File: src/hw/rtl/page_map_reference_checker_assert.svh
// Assertion macros used by the page map reference checker sequencer.
`ifndef PAGE_MAP_REFERENCE_CHECKER_ASSERT_SVH
`define PAGE_MAP_REFERENCE_CHECKER_ASSERT_SVH

// Same-cycle implication, checked on every clock edge outside reset.
`define PMRC_ASSERT_NOW(lbl, ante, cons, msg) \
  lbl: assert property (@(posedge clk_i) disable iff (!rst_ni) (ante) |-> (cons)) \
    else $error(msg);

// Next-cycle implication, checked on every clock edge outside reset.
`define PMRC_ASSERT_NEXT(lbl, ante, cons, msg) \
  lbl: assert property (@(posedge clk_i) disable iff (!rst_ni) (ante) |=> (cons)) \
    else $error(msg);

`endif

File: src/hw/rtl/pmrc_pkg.sv
// Package with the shared types, sizes and codes of the page map reference checker.
`timescale 1ns / 1ps

package pmrc_pkg;

  localparam int MapWords = 4096;
  localparam int WordW    = (MapWords > 1) ? $clog2(MapWords) : 1;
  localparam int Cap      = MapWords * 32;
  localparam int PageW    = WordW + 5;
  localparam int CapW     = $clog2(Cap + 1);
  localparam int CntW     = $clog2(MapWords + 1);
  localparam int SumW     = ((CapW > 17) ? CapW : 17) + 1;
  localparam int CovW     = SumW + 8;

  localparam int CfgIdxW  = 2;
  localparam int CfgDataW = 18;

  localparam logic [CfgIdxW-1:0] CfgPageSizeLog2 = 2'd0;
  localparam logic [CfgIdxW-1:0] CfgPageCount    = 2'd1;
  localparam logic [CfgIdxW-1:0] CfgActiveMap    = 2'd2;

  typedef enum logic [1:0] {
    ModeLoad     = 2'd0,
    ModeReserved = 2'd1,
    ModeData     = 2'd2,
    ModeSweep    = 2'd3
  } mode_e;

  typedef enum logic [1:0] {
    StatusOk          = 2'd0,
    StatusBadPage     = 2'd1,
    StatusMarkedFree  = 2'd2,
    StatusUnreferenced = 2'd3
  } status_e;

  typedef struct packed {
    logic [4:0]      log2;
    logic [CapW-1:0] count;
    logic [CntW-1:0] sweep_words;
  } cfg_t;

  typedef struct packed {
    logic             we;
    logic [WordW-1:0] waddr;
    logic [31:0]      wdata;
    logic             re;
    logic [WordW-1:0] raddr;
  } ram_req_t;

endpackage

File: src/hw/rtl/pmrc_ctrl.sv
// Sequencer for bitmap loads, claims and sweeps, with error latch and result register.
`timescale 1ns / 1ps

module pmrc_ctrl (
  input  logic                   clk_i,
  input  logic                   rst_ni,
  input  pmrc_pkg::cfg_t         cfg_i,
  input  logic                   in_valid_i,
  output logic                   in_stall_o,
  input  logic [1:0]             mode_i,
  input  logic [11:0]            word_index_i,
  input  logic [31:0]            value_i,
  output logic                   out_valid_o,
  input  logic                   out_stall_i,
  output logic [1:0]             status_o,
  output logic [31:0]            error_page_o,
  output pmrc_pkg::ram_req_t     ram_req_o,
  input  logic [31:0]            ram_rdata_i
);

  typedef enum logic [1:0] {
    StIdle,
    StClaim,
    StSweep,
    StFinish
  } state_e;

  state_e                          state_q, state_d;
  logic                            failed_q, failed_d;
  pmrc_pkg::status_e               lstat_q, lstat_d;
  logic [31:0]                     lpage_q, lpage_d;
  logic [pmrc_pkg::PageW-1:0]      page_q, page_d;
  logic [pmrc_pkg::WordW-1:0]      chk_q, chk_d;
  logic                            out_valid_q, out_valid_d;
  pmrc_pkg::status_e               out_status_q, out_status_d;
  logic [31:0]                     out_page_q, out_page_d;

  pmrc_pkg::ram_req_t              req;
  pmrc_pkg::mode_e                 mode;
  logic                            finish;
  logic                            out_free;
  logic [31:0]                     low_mask;
  logic [31:0]                     low_bits;
  logic                            data_bad;
  logic [4:0]                      zero_bit;

  function automatic logic [4:0] first_zero(input logic [31:0] w);
    logic [4:0] idx;
    idx = '0;
    for (int i = 31; i >= 0; i--) begin
      if (!w[i]) begin
        idx = 5'(i);
      end
    end
    return idx;
  endfunction

  assign mode     = pmrc_pkg::mode_e'(mode_i);
  assign out_free = !out_valid_q || !out_stall_i;
  assign low_mask = ~(32'hFFFF_FFFF << cfg_i.log2);
  assign low_bits = value_i & low_mask;
  assign data_bad = (value_i == 32'd0) || (value_i >= 32'(cfg_i.count)) ||
                    (low_bits == 32'd1) || (low_bits == 32'd2);
  assign zero_bit = first_zero(ram_rdata_i);

  always_comb begin
    state_d      = state_q;
    failed_d     = failed_q;
    lstat_d      = lstat_q;
    lpage_d      = lpage_q;
    page_d       = page_q;
    chk_d        = chk_q;
    finish       = 1'b0;
    req.we       = 1'b0;
    req.waddr    = pmrc_pkg::WordW'(word_index_i);
    req.wdata    = value_i;
    req.re       = 1'b0;
    req.raddr    = value_i[pmrc_pkg::PageW-1:5];

    unique case (state_q)
      StIdle: begin
        if (in_valid_i) begin
          if (failed_q) begin
            finish = 1'b1;
          end else begin
            unique case (mode)
              pmrc_pkg::ModeLoad: begin
                req.we = (32'(word_index_i) < 32'(pmrc_pkg::MapWords));
                finish = 1'b1;
              end
              pmrc_pkg::ModeReserved: begin
                if (value_i < 32'(pmrc_pkg::Cap)) begin
                  req.re  = 1'b1;
                  page_d  = value_i[pmrc_pkg::PageW-1:0];
                  state_d = StClaim;
                end else begin
                  finish = 1'b1;
                end
              end
              pmrc_pkg::ModeData: begin
                if (data_bad) begin
                  failed_d = 1'b1;
                  lstat_d  = pmrc_pkg::StatusBadPage;
                  lpage_d  = value_i;
                  finish   = 1'b1;
                end else begin
                  req.re  = 1'b1;
                  page_d  = value_i[pmrc_pkg::PageW-1:0];
                  state_d = StClaim;
                end
              end
              pmrc_pkg::ModeSweep: begin
                if (cfg_i.sweep_words == '0) begin
                  finish = 1'b1;
                end else begin
                  req.re    = 1'b1;
                  req.raddr = '0;
                  chk_d     = '0;
                  state_d   = StSweep;
                end
              end
              default: begin
                finish = 1'b1;
              end
            endcase
          end
        end
      end
      StClaim: begin
        req.we    = 1'b1;
        req.waddr = page_q[pmrc_pkg::PageW-1:5];
        req.wdata = ram_rdata_i | (32'd1 << page_q[4:0]);
        if (ram_rdata_i[page_q[4:0]]) begin
          failed_d = 1'b1;
          lstat_d  = pmrc_pkg::StatusMarkedFree;
          lpage_d  = 32'(page_q);
        end
        finish = 1'b1;
      end
      StSweep: begin
        if (ram_rdata_i != 32'hFFFF_FFFF) begin
          failed_d = 1'b1;
          lstat_d  = pmrc_pkg::StatusUnreferenced;
          lpage_d  = 32'({chk_q, zero_bit});
          finish   = 1'b1;
        end else if (pmrc_pkg::CntW'(chk_q) + pmrc_pkg::CntW'(1) == cfg_i.sweep_words) begin
          finish = 1'b1;
        end else begin
          chk_d     = chk_q + pmrc_pkg::WordW'(1);
          req.re    = 1'b1;
          req.raddr = chk_q + pmrc_pkg::WordW'(1);
        end
      end
      StFinish: begin
        finish = 1'b1;
      end
      default: begin
        state_d = StIdle;
      end
    endcase

    out_valid_d  = out_valid_q && out_stall_i;
    out_status_d = out_status_q;
    out_page_d   = out_page_q;
    if (finish) begin
      if (out_free) begin
        out_valid_d  = 1'b1;
        out_status_d = failed_d ? lstat_d : pmrc_pkg::StatusOk;
        out_page_d   = failed_d ? lpage_d : 32'd0;
        state_d      = StIdle;
      end else begin
        state_d = StFinish;
      end
    end
  end

  always_ff @(posedge clk_i or negedge rst_ni) begin
    if (!rst_ni) begin
      state_q     <= StIdle;
      failed_q    <= 1'b0;
      lstat_q     <= pmrc_pkg::StatusOk;
      lpage_q     <= 32'd0;
      out_valid_q <= 1'b0;
    end else begin
      state_q     <= state_d;
      failed_q    <= failed_d;
      lstat_q     <= lstat_d;
      lpage_q     <= lpage_d;
      out_valid_q <= out_valid_d;
    end
  end

  always_ff @(posedge clk_i) begin
    page_q       <= page_d;
    chk_q        <= chk_d;
    out_status_q <= out_status_d;
    out_page_q   <= out_page_d;
  end

  assign in_stall_o   = (state_q != StIdle);
  assign out_valid_o  = out_valid_q;
  assign status_o     = out_status_q;
  assign error_page_o = out_page_q;
  assign ram_req_o    = req;

`include "page_map_reference_checker_assert.svh"

  `PMRC_ASSERT_NEXT(a_latch_sticks, failed_q, failed_q, "error latch cleared without reset")
  `PMRC_ASSERT_NOW(a_no_write_after_fail, failed_q, !req.we, "bitmap written after an error")
  `PMRC_ASSERT_NOW(a_no_write_in_sweep, state_q == StSweep, !req.we, "bitmap written during sweep")
  `PMRC_ASSERT_NEXT(a_result_held, out_valid_q && out_stall_i,
                    out_valid_q && $stable(out_status_q) && $stable(out_page_q),
                    "stalled result changed")

endmodule

File: config.mk
export PLATFORM = sky130hd
export DESIGN_NAME = pmrc_ctrl
export DESIGN_NICKNAME = d
export VERILOG_FILES = /design/src/hw/rtl/pmrc_pkg.sv /design/src/hw/rtl/pmrc_ctrl.sv
export VERILOG_INCLUDE_DIRS = /design/src /design/src/hw/rtl
export SDC_FILE = /design/constraint.sdc
export NUM_CORES = 1
export LEC_CHECK = 0
export BUFFER_PORTS_ARGS = -buffer_cell sky130_fd_sc_hd__buf_2
export CAP_MARGIN = 30
export CORE_MARGIN = 10
export CORE_UTILIZATION = 54
export CTS_BUF_LIST = sky130_fd_sc_hd__clkbuf_16
export DETAILED_ROUTE_END_ITERATION = 6
export PLACE_DENSITY = 0.9
export SYNTH_ARGS = -nofsm -noshare
export SYNTH_HDL_FRONTEND = slang
export SYNTH_SLANG_ARGS = --single-unit
File: constraint.sdc
create_clock -name clk_i -period 3.8 [get_ports clk_i]
set_input_delay 0.19 -clock clk_i [delete_from_list [all_inputs] [get_ports clk_i]]
set_output_delay 0.19 -clock clk_i [all_outputs]
set_load 0.1 [all_outputs]
==> impl_summary.md, run 1 <==
Outcome
The run finished, with violations left. The checks that failed: hold timing.

Critical path
The source of the worst register-to-register timing path is page_q[0]. In this run the worst setup path begins at chk_q[3]. The critical path endpoint is ram_req_o[0]. STA classifies the critical path endpoint as an output pin. The kind of critical path is reg2out. The worst endpoint data arrival time is 3.39 ns.

The worst register-to-register path ends at error_page_o[1]. The slack of the worst reg-to-reg path is 0.38 ns. The largest fanout of any net on the critical path is 13. The signal on the critical path passes through nand4_1 -> nor4_2 -> nor3b_1 -> a2111oi_0 -> nand4_1 -> buf_4 -> o31ai_2 -> buf_4 -> nand2_1 -> o21ai_0 -> buf_12. The startpoint type of the worst setup path is a flip-flop. The largest single stage delay on the critical path is 0.52 ns. The data required time at the worst endpoint is 3.61 ns. The cell with the largest stage delay on the worst path is sky130_fd_sc_hd__edfxtp_1. Measured in cells, the most critical reg-to-reg path has a length of 9.

Synthesis
The number of synthesized flops with an enable pin is 63. Among all flip-flop cells after synthesis, the most frequent one is sky130_fd_sc_hd__edfxtp_1. The synthesized design spends more area on one cell type than any other, namely sky130_fd_sc_hd__edfxtp_1. Counting flops and latches in the post-synthesis netlist gives 101.

By instance count, the leading cell after synthesis is sky130_fd_sc_hd__a21oi_1. The fraction of post-synthesis cell area in the top cell type by area is 0.234. The share of the yosys chip area belonging to registers is 0.351.

The number of instances in the synthesized netlist is 943. The net count after synthesis is 1084. The post-synthesis async set-or-reset flop share is 0.376. The mapped netlist covers 8090 um^2. The commonest cells after synthesis are sky130_fd_sc_hd__a21oi_1, sky130_fd_sc_hd__nor2_1, sky130_fd_sc_hd__nand2_1.

The number of warnings reported in the yosys synthesis log is 0. A synthesized cell averages 8.58 um^2. The number of library cell types mapped by synthesis is 75. After synthesis, the cell types taking the most area are sky130_fd_sc_hd__edfxtp_1, sky130_fd_sc_hd__dfrtp_1, sky130_fd_sc_hd__a21oi_1, sky130_fd_sc_hd__nor2_1, sky130_fd_sc_hd__nand2_1.

Global routing
The total grt overflow is 0. The via count of the first global-routing pass came to 8465. The global-route wire length before repair is 46700 um. The number of antenna violations at the first check in global routing was 0. Entering global routing, the biggest net connects 51 pins.

The global-route usage over all layers is 0.285.

CTS
The clock-pin slew on the worst setup and hold paths is 0.07 ns. The clock net sink count is 101. The clock passes through at most 2 buffers. Counting the buffers created by CTS gives 9. TritonCTS built the clock tree.

The CTS H-tree depth is 3. The clock insertion delay at the later pin of the skew report is 0.36 ns. The clock tree root driver cell is sky130_fd_sc_hd__clkbuf_16.

Drt
For this run, design rule violations remaining after detail routing come to 0. The top layer reached by signal wires is met4. The detailed router's first-iteration violation count is 926.

The first TritonRoute pass finished after 5 iterations. The count of nets left with antenna violations once routing finished came out at 0. The wire length reported by the detailed router is 30000 um. In the final routed layout, each cell accounts on average for 22.8 um. In the routed layout, each cell is associated on average with a via count of 6.68. The routed length on met2 is 13900 um. The met1 wire length is 11200 um. Wire segments on met3 add up to 4260 um in the final route. The detailed router placed 8806 vias in this run.

STA
After routing, the total negative slack on setup checks comes to 0 ns. For the finished layout, the period the worst path requires is 3.58 ns. The worst slack on hold paths is -0.00511 ns. The final-report max-slew violation count is 0. The number of setup violations in the final report is 0.

The worst pin sits at a relative slew slack of 0.361. The number of hold-slack violations in the final timing report is 14. In the finished design, the share of the clock period the worst path needs comes to 0.943. The slew of the pin with the lowest slew margin is 0.955 ns.

The achievable frequency is 0.279 GHz. On the final layout, the worst clock skew is 0.0141 ns.

Power
The total internal power is 0.00351 W. The overall power after layout is 0.00920 W. The maximum VDD drop is 0.657 mV.

The static leakage power is 4.33 nW. Of the total power, combinational logic draws 0.684. The share of total power dissipated in the clock network is 0.107.

The net load switching power is 0.00569 W. The share of total power dissipated in sequential elements is 0.209. The total power divided by cell area is 942 nW/um^2.

The switching share of power is 0.618.

Floorplanning
For this design the top-level I/O count stands at 212. The initialized floorplan defines 44 standard-cell rows. The chip width is 142 um. After floorplanning, the core was sized to cover 14600 um^2.

The die area is 20300 um^2. The vertical extent of the die is 142 um. The effective utilization at floorplan is 0.555.

Placement
Detailed placement ended at an HPWL of 22500 um. Buffers placed on the I/O ports in this run total 211. The global placement routability congestion is 0.948.

Hold path
The kind of path behind the tightest hold check is in2async.

Cells and area
The antenna diode instance count is 0. The footprint of the multi-input gates is 4780 um^2. The filler cells instantiated in the layout total 1159. For this run, the post-layout net count is 1271.

The area growth from synthesis to layout is 20.7%. Of the cells placed in the final design, the portion with a size suffix greater than 1 is 0.261. The sequential cells in the finished layout cover a total of 2840 um^2.

Job
Max-cap violations in this run came to 0.
[worst min-delay path by stage]
stage / to
after global placement: lpage_q[21]
after floorplan: failed_q
after global routing: lpage_q[17]
after detailed placement: lpage_q[31]
after CTS: lpage_q[17]
final: lpage_q[21]
[power by group through the flow]
| stage | clock (W) | combinational, W | sequential (W) |
|---|---|---|---|
| floorplan | 0 | 0.00367 | 0.00327 |
| global placement | 0 | 0.00615 | 0.00193 |
| detailed placement | 0 | 0.00623 | 0.00193 |
| CTS | 0.000984 | 0.00625 | 0.00191 |
| global route | 0.00103 | 0.00655 | 0.00196 |
| finish | 0.000986 | 0.00629 | 0.00192 |
[timing repair]
item                                    in CTS  in global routing
endpoints found under the setup margin       0                 12
hold buffers                                 0                  0
hold endpoints to repair                     0                  0
gates resized for setup                      0                  1
buffers inserted                             0                  3
[sequential cells by signal, summed over array words and instances (netlist names)]
register      flops
page_q           17
status_o          2
out_valid_o       1
chk_q            12
lpage_q          32
failed_q          1
error_page_o     32
lstat_q           2
state_q           2
[placed cells by master (no fill, tap or decap), types with 13 or more instances in the layout]
master | synthesis | routed
sky130_fd_sc_hd__buf_2 | 11 | 199
sky130_fd_sc_hd__a21oi_1 | 93 | 93
sky130_fd_sc_hd__nor2_1 | 79 | 78
sky130_fd_sc_hd__nand2_1 | 77 | 77
sky130_fd_sc_hd__edfxtp_1 | 63 | 63
sky130_fd_sc_hd__nand3_1 | 46 | 46
sky130_fd_sc_hd__o21ai_0 | 45 | 45
sky130_fd_sc_hd__inv_1 | 42 | 43
sky130_fd_sc_hd__dfrtp_1 | 38 | 38
sky130_fd_sc_hd__nand4_1 | 37 | 37
sky130_fd_sc_hd__and3_1 | 33 | 33
sky130_fd_sc_hd__mux2i_1 | 24 | 24
sky130_fd_sc_hd__buf_4 | 2 | 24
sky130_fd_sc_hd__ha_1 | 23 | 22
sky130_fd_sc_hd__nor3_1 | 20 | 20
sky130_fd_sc_hd__a31oi_1 | 17 | 17
sky130_fd_sc_hd__a22oi_1 | 17 | 17
sky130_fd_sc_hd__mux2_2 | 17 | 17
sky130_fd_sc_hd__or3_1 | 17 | 17
sky130_fd_sc_hd__o31a_1 | 16 | 16
sky130_fd_sc_hd__a22o_1 | 13 | 13
sky130_fd_sc_hd__buf_12 | 1 | 13
[metrics by stage]
step | setup slack (ns) | instance area, um^2 | instances | utilization | hold WS (ns)
finish | 0.216 | 9760 | 1319 | 0.669 | -0.00511
global route | -0.0221 | 9760 | 1319 | 0.669 | 0.0373
CTS | 0.131 | 9740 | 1316 | 0.668 | 0.00842
detailed placement | 0.354 | 9420 | 1300 | 0.646 | 0.372
global placement | 0.411 | 9420 | 1300 | 0.646 | 0.373
floorplan | -0.581 | 8090 | 943 | - | -0.106
[kinds of logic after synthesis]
logic type	Yosys count	share of synthesized area
AND/OR/NAND/NOR	366	0.229
flip-flops	101	0.351
XOR/XNOR	14	0.0169
AO/OA/AOI/OAI	291	0.244
adder cells (fa/ha/maj)	23	0.0356
buffers and inverters	103	0.0589
multiplexers	45	0.0645
[metal layers]
layer  vias to the layer above  track usage
li1                       3976            -
met1                      4079        0.357
met2                       680        0.458
met3                        71       0.0988
met4                         0       0.0751
met5                         -            0
[area by class of cell]
class	count	area share
repair buffers	236	0.147
clock buffers	9	0.0231
inverters	43	0.0165
well taps	184	0.0236
multi-input cells	739	0.489
flip-flops and latches	101	0.291
clock inverters	7	0.00923
[critical path: cells and delay by family, from the launching register on]
| kind | cells | cell delay [ns] |
|---|---|---|
| flops | 1 | 0.52 |
| simple gates | 5 | 1.00 |
| buf+inv | 3 | 0.64 |
| compound gates | 3 | 0.87 |
Note: power is estimated with default switching activity, not from simulation.
==> inputs of run 2 (changes only) <==
--- a/config.mk
+++ b/config.mk
@@ -12,7 +12,8 @@
 export CORE_UTILIZATION = 54
 export CTS_BUF_LIST = sky130_fd_sc_hd__clkbuf_16
 export DETAILED_ROUTE_END_ITERATION = 6
-export PLACE_DENSITY = 0.9
+export MAX_ROUTING_LAYER = met4
+export PLACE_DENSITY = 0.79
 export SYNTH_ARGS = -nofsm -noshare
 export SYNTH_HDL_FRONTEND = slang
 export SYNTH_SLANG_ARGS = --single-unit
==> impl_summary.md, run 2 (synthesized netlist as in run 1, its figures left out) <==
CTS
The clock tree root driver cell is sky130_fd_sc_hd__clkbuf_16. The number of buffers inserted during clock tree synthesis is 9. TritonCTS built the clock tree.

The clock net sink count is 101. For the worst-skew pair, the clock arrives at the later sink with an insertion delay of 0.35 ns. The clock-pin slew on the worst setup and hold paths is 0.08 ns. Counting along the longest clock path gives a buffer depth of 2. The CTS H-tree depth is 3.

STA
The final-report max-slew violation count is 0. The number of hold-slack violations in the final timing report came to 0. Static timing analysis puts the maximum clock frequency at 0.275 GHz. The relative max-transition margin is 0.300.

The post-layout worst setup margin is 0.170 ns. Adding up every negative setup slack in the final design gives 0 ns. The post-route minimum period is 3.63 ns.

Dividing the final minimum period by the clock period gives 0.955. The tightest hold path in the finished design has a slack of 0.106 ns. Setup violations remaining at the end of the flow were counted as 0.

For the pin with the worst max-slew slack, the measured transition is 1.05 ns. On the final layout, the worst clock skew is 0.00718 ns.

Power
The maximum VDD drop is 0.842 mV. The design draws 0.00916 W. The total power divided by cell area is 935 nW/um^2. The static leakage power is 4.35 nW.

Critical path
By instance count, the cell type seen most on the critical path is sky130_fd_sc_hd__buf_4. The kind of cell adding the most delay to the critical path is simple AND/OR/NAND/NOR gates. For this design, the slowest cell found on the critical path is sky130_fd_sc_hd__edfxtp_1.

STA classifies the critical path startpoint as a flip-flop. For the worst setup path, the data required time is 3.61 ns. STA classifies the critical path endpoint as an output pin. The worst endpoint data arrival time is 3.44 ns. By startpoint and endpoint, the worst setup path is classified as reg2out. The slack of the worst reg-to-reg path is 0.30 ns. The number of buffers and inverters on the critical path is 3. The signal on the critical path passes through ha_1 -> nand3_1 -> buf_4 -> nor3_1 -> xnor2_1 -> xor2_1 -> nand4_1 -> o31ai_2 -> buf_4 -> nand2_1 -> o21ai_0 -> buf_12.

The worst stage delay on the critical path is 0.51 ns. The largest fanout of any net on the critical path is 13.

Cells and area
The net count of the finished layout is 1273. The area growth from synthesis to layout is 21.1%. Excluding fillers, the count of instances in the completed layout stands at 1322.

The most common cell after layout, fill and taps aside is sky130_fd_sc_hd__buf_2. The top cell types in the final layout, fill and taps aside, are sky130_fd_sc_hd__buf_2, sky130_fd_sc_hd__a21oi_1, sky130_fd_sc_hd__nor2_1. Of the cells placed in the final design, the portion with a size suffix greater than 1 is 0.262.

Global routing
For this run the aggregate overflow at the end of global routing stands at 0. In the global route stage, overall resource usage came out at 0.298. The number of antenna violations at the first check in global routing is 1.

The via count of the first global-routing pass came to 8318. The global-route wire length before repair is 46800 um. The largest net degree at the start of global routing is 51.

Job
Max-cap violations in this run came to 0.

Floorplanning
The chip width is 142 um. The effective utilization at floorplan is 0.555. The number of cell rows is 44. The region available for standard cell placement spans 14600 um^2. The vertical extent of the die is 142 um. In this run the count of I/O pins placed on the die edge is 212. The die covers 20300 um^2.

Drt
The wire length reported by the detailed router is 30700 um. The detail-routed net length per standard cell is 23.2 um. For this run, the detailed router's first-pass iteration total came to 6. The DRC violations left is 0. The detail route stage leaves a number of antenna-violating nets equal to 0. The routed via count divided by cell count is 6.68.

The overall via count from detail_route is 8827. The detailed router's first-iteration violation count is 1049.

Placement
The global placement routability congestion is 1.04. The HPWL after detailed placement is 23200 um. In this run, placement finished with an instance count of 1299. The pre-CTS worst setup slack is 0.358 ns. The number of buffers added on ports is 211.

Outcome
The run finished with clean final reports.

Hold path
The kind of path behind the tightest hold check is in2reg.
==> run 2: power by group <==
group | internal [W] | switching [W]
combinational | 0.00127 | 0.00502
clock | 0.000475 | 0.000479
sequential | 0.00166 | 0.000251
==> run 2: routing by layer <==
layer	global-route usage	wire, um
met5	-	0
met4	0.0884	883
met3	0.0778	3790
met2	0.426	13300
met1	0.405	12800
==> run 2: repair_timing <==
action                                 4_1_cts  5_1_grt
setup endpoints to repair                    0       12
hold buffers                                 0        1
endpoints found under the hold margin        0       38
buffers inserted                             0        4
resized for setup                            0        2
==> run 2: worst reg2reg max path: stages (launching register included) <==
cell and delay [ns]:
sky130_fd_sc_hd__edfxtp_1 0.51, sky130_fd_sc_hd__ha_1 0.26, sky130_fd_sc_hd__nand3_1 0.12, sky130_fd_sc_hd__buf_4 0.17
sky130_fd_sc_hd__nor3_1 0.22, sky130_fd_sc_hd__xnor2_1 0.28, sky130_fd_sc_hd__xor2_1 0.22, sky130_fd_sc_hd__nand4_1 0.25
sky130_fd_sc_hd__buf_4 0.24, sky130_fd_sc_hd__o31a_1 0.30, sky130_fd_sc_hd__o31ai_1 0.13, sky130_fd_sc_hd__and2_1 0.25
sky130_fd_sc_hd__buf_12 0.23
==> run 2: final timing paths <==
check | start | to | cells past startpoint
min reg2reg | lpage_q[18] | lpage_q[18] | 2
min in group asynchronous | rst_ni | lpage_q[31] | 2
min | out_stall_i | out_valid_o | 3
max in group asynchronous | rst_ni | lpage_q[6] | 3
max reg2reg | chk_q[0] | error_page_o[30] | 12
max | chk_q[0] | ram_req_o[0] | 12
==> run 2: final cells by class <==
class                           count  area [um^2]
Fill cell                        1166         4790
Tap cell                          184          230
Antenna cell                        1         2.50
Clock inverter                      7         88.8
Clock buffer                        9          225
Inverter                           43          161
Sequential cell                   101         2840
Multi-Input combinational cell    739         4780
Timing Repair Buffer              238         1470
==> run 2: through the flow <==
stage	area (um^2)	utilization
after detailed placement	9420	0.646
after CTS	9730	0.667
after floorplan	8090	-
final	9800	0.672
after global placement	9410	0.645
after global routing	9800	0.672
==> inputs of run 3 (changes only) <==
--- a/config.mk
+++ b/config.mk
@@ -14,6 +14,7 @@
 export DETAILED_ROUTE_END_ITERATION = 6
 export MAX_ROUTING_LAYER = met4
 export PLACE_DENSITY = 0.79
+export RECOVER_POWER = 50
 export SYNTH_ARGS = -nofsm -noshare
 export SYNTH_HDL_FRONTEND = slang
 export SYNTH_SLANG_ARGS = --single-unit
==> impl_summary.md, run 3 (synthesized netlist as in run 1, its figures left out) <==
Outcome
The run finished, with violations left. The checks that failed: capacitance limit, slew limit.

Floorplanning
The floorplan step set the die width to 142 um. The effective utilization at floorplan is 0.555. The total core area is 14600 um^2. Pin placement for this block handled 212 I/O pins.

Row generation in the floorplan step produced 44 rows. From bottom edge to top edge, the die measures 142 um. The die area is 20300 um^2.

STA
In this run the tightest slew margin relative to its limit is -0.496. The final-report max-slew violation count came to 38. The achievable frequency is 0.275 GHz. The number of hold-slack violations in the final timing report is 0.

The clock tree skew after final layout is 0.00655 ns. In the finished design, the share of the clock period the worst path needs comes to 0.956. The total negative setup slack is 0 ns. The number of setup violations in the final report is 0. The worst path in the final design needs a cycle of 3.63 ns, including I/O delays and setup. For the pin with the worst max-slew slack, the measured transition is 2.24 ns.

Hold path
The worst hold endpoint is out_valid_o. The kind of path behind the tightest hold check is in2reg. The worst hold path passes through 3 cells. The launch point of the worst hold path is out_stall_i.

Drt
After the first detailed-routing iteration, the DRC count stood at 992. The wire length reported by the detailed router is 30700 um. In this run the remaining antenna-violating nets after routing total 0.

The length of the first detailed-routing pass in iterations is 7. Dividing the detail-routed via count by the number of cells gives 6.66. For this block, the via count after detailed routing is 8800.

Dividing the detail-routed wire length by the instance count gives 23.3 um. The DRC violations left is 0.

Critical path
For this run, the slowest stage of the critical path takes 0.51 ns. Data on the critical path is required at its endpoint by 3.61 ns. The largest fanout of any net on the critical path is 13. Traced cell by cell, the critical path runs through ha_1 -> nand3_1 -> buf_4 -> nor3_1 -> xnor2_1 -> xor2_1 -> nand4_1 -> o31ai_2 -> buf_4 -> nand2_1 -> o21ai_0 -> buf_12. The startpoint type of the worst setup path is a flip-flop. The cell with the largest stage delay on the worst path is sky130_fd_sc_hd__edfxtp_1. The slack of the worst reg-to-reg path is 0.27 ns. The capturing element type of the critical path is an output pin. Data on the critical path arrives at its endpoint at 3.44 ns. Counting cells, the worst reg-to-reg path comes to 10.

The worst setup path is of the reg2out kind. The source of the worst register-to-register timing path is page_q[0]. The endpoint of the worst register-to-register path is error_page_o[2]. By instance count, the cell type seen most on the critical path is sky130_fd_sc_hd__buf_4.

Placement
Routability-driven placement finished with a final weighted congestion of 1.04. The half-perimeter wire length after detailed placement is 23200 um. In this run the tool buffered the top-level ports with 211 buffer cells.

Power
VDD sags by at most 0.838 mV. Power comes to 0.00909 W. In this run the power density over the cells is 938 nW/um^2. Summed over all cells, the static leakage comes to 4.16 nW.

Cells and area
The most common cell after layout, fill and taps aside is sky130_fd_sc_hd__buf_2. Counting the fill cells in the layout gives 1215. The final net count is 1273. From synthesis to final layout, the design area changed by 19.8%.

Leaving out fill and tap cells, the most frequent cells in the layout are sky130_fd_sc_hd__buf_2, sky130_fd_sc_hd__a21oi_1, sky130_fd_sc_hd__nor2_1. For this run, the share of the core covered by cells in the final layout is 0.665. In the final layout, the share of cells above drive strength 1 is 0.205.

CTS
After clock tree synthesis, the clock-pin slew on the worst setup and hold paths is 0.08 ns. The number of buffers between clock root and the deepest sink is 2. The clock tree root driver cell is sky130_fd_sc_hd__clkbuf_16.

The clock net sink count is 101. TritonCTS built the clock tree. CTS built an H-tree with a depth of 3. The clock insertion delay at the later pin of the skew report is 0.35 ns. The number of buffers inserted during clock tree synthesis is 9.

Job
The count of max-cap constraint violations is 1.

Global routing
The via count of the first global-routing pass is 8318. In the global route stage, overall resource usage came out at 0.298. The first global-routing pass estimated 46800 um of wire.

Entering global routing, the biggest net connects 51 pins. The number of antenna violations at the first check in global routing was 1. Summed over all layers, the global routing overflow is 0.
-- run 3: worst max path at each step --
stage	startpoint	endpoint	slack, ns	depth (start not counted)
floorplan	chk_q[0]	ram_req_o[11]	-0.58	9
global placement	chk_q[3]	error_page_o[19]	0.42	9
detailed placement	chk_q[3]	error_page_o[18]	0.36	9
CTS	chk_q[3]	ram_req_o[6]	0.12	10
global route	chk_q[4]	ram_req_o[0]	-0.0007	10
finish	chk_q[0]	ram_req_o[0]	0.17	12
-- run 3: cell type report --
| cell class | instances | area [um^2] | share of cell area |
|---|---|---|---|
| clock buffers | 9 | 225 | 0.0232 |
| diodes | 1 | 2.50 | 0.000258 |
| inverters | 43 | 161 | 0.0166 |
| flip-flops and latches | 101 | 2840 | 0.293 |
| well taps | 184 | 230 | 0.0237 |
| clock inverters | 7 | 88.8 | 0.00916 |
| repair buffers | 238 | 1370 | 0.141 |
| multi-input cells | 739 | 4780 | 0.493 |
-- run 3: power breakdown --
part	switching [W]	total, W	internal, W
Clock	0.000480	0.000955	0.000475
Combinational	0.00502	0.00621	0.00119
Sequential	0.000257	0.00192	0.00166
-- run 3: timing repair --
| item | CTS | global route |
|---|---|---|
| setup endpoints to repair | 0 | 12 |
| hold buffers | 0 | 1 |
| setup buffers | 0 | 4 |
| gates resized for setup | 0 | 2 |
| endpoints found under the hold margin | 0 | 38 |
-- run 3: metal layers --
layer  vias to the layer above  track usage  part of all wire
met5                         -            -                 0
met1                      4152        0.405              0.41
met2                       602        0.426              0.43
met3                        73       0.0778              0.13
met4                         0       0.0884             0.030
li1                       3973            -                 -
-- run 3: metrics by stage --
stage	instance area (um^2)	worst slack [ns]	hold WS [ns]	std cells
floorplan	8090	-0.581	-0.106	943
global placement	9410	0.423	0.384	1298
detailed placement	9420	0.358	0.385	1299
CTS	9730	0.116	0.00361	1315
global route	9700	-0.000706	0.116	1322
finish	9700	0.169	0.106	1322
-- run 3: critical path: cells and delay by family, from the launching register on --
| family | cells | cell delay [ns] |
|---|---|---|
| and+or+nand+nor | 4 | 0.67 |
| AOI/OAI and AO/OA | 2 | 0.51 |
| adders and majority gates | 1 | 0.26 |
| xor gates and xnor gates | 2 | 0.48 |
| buffers and inverters | 3 | 0.65 |
| DFF | 1 | 0.51 |
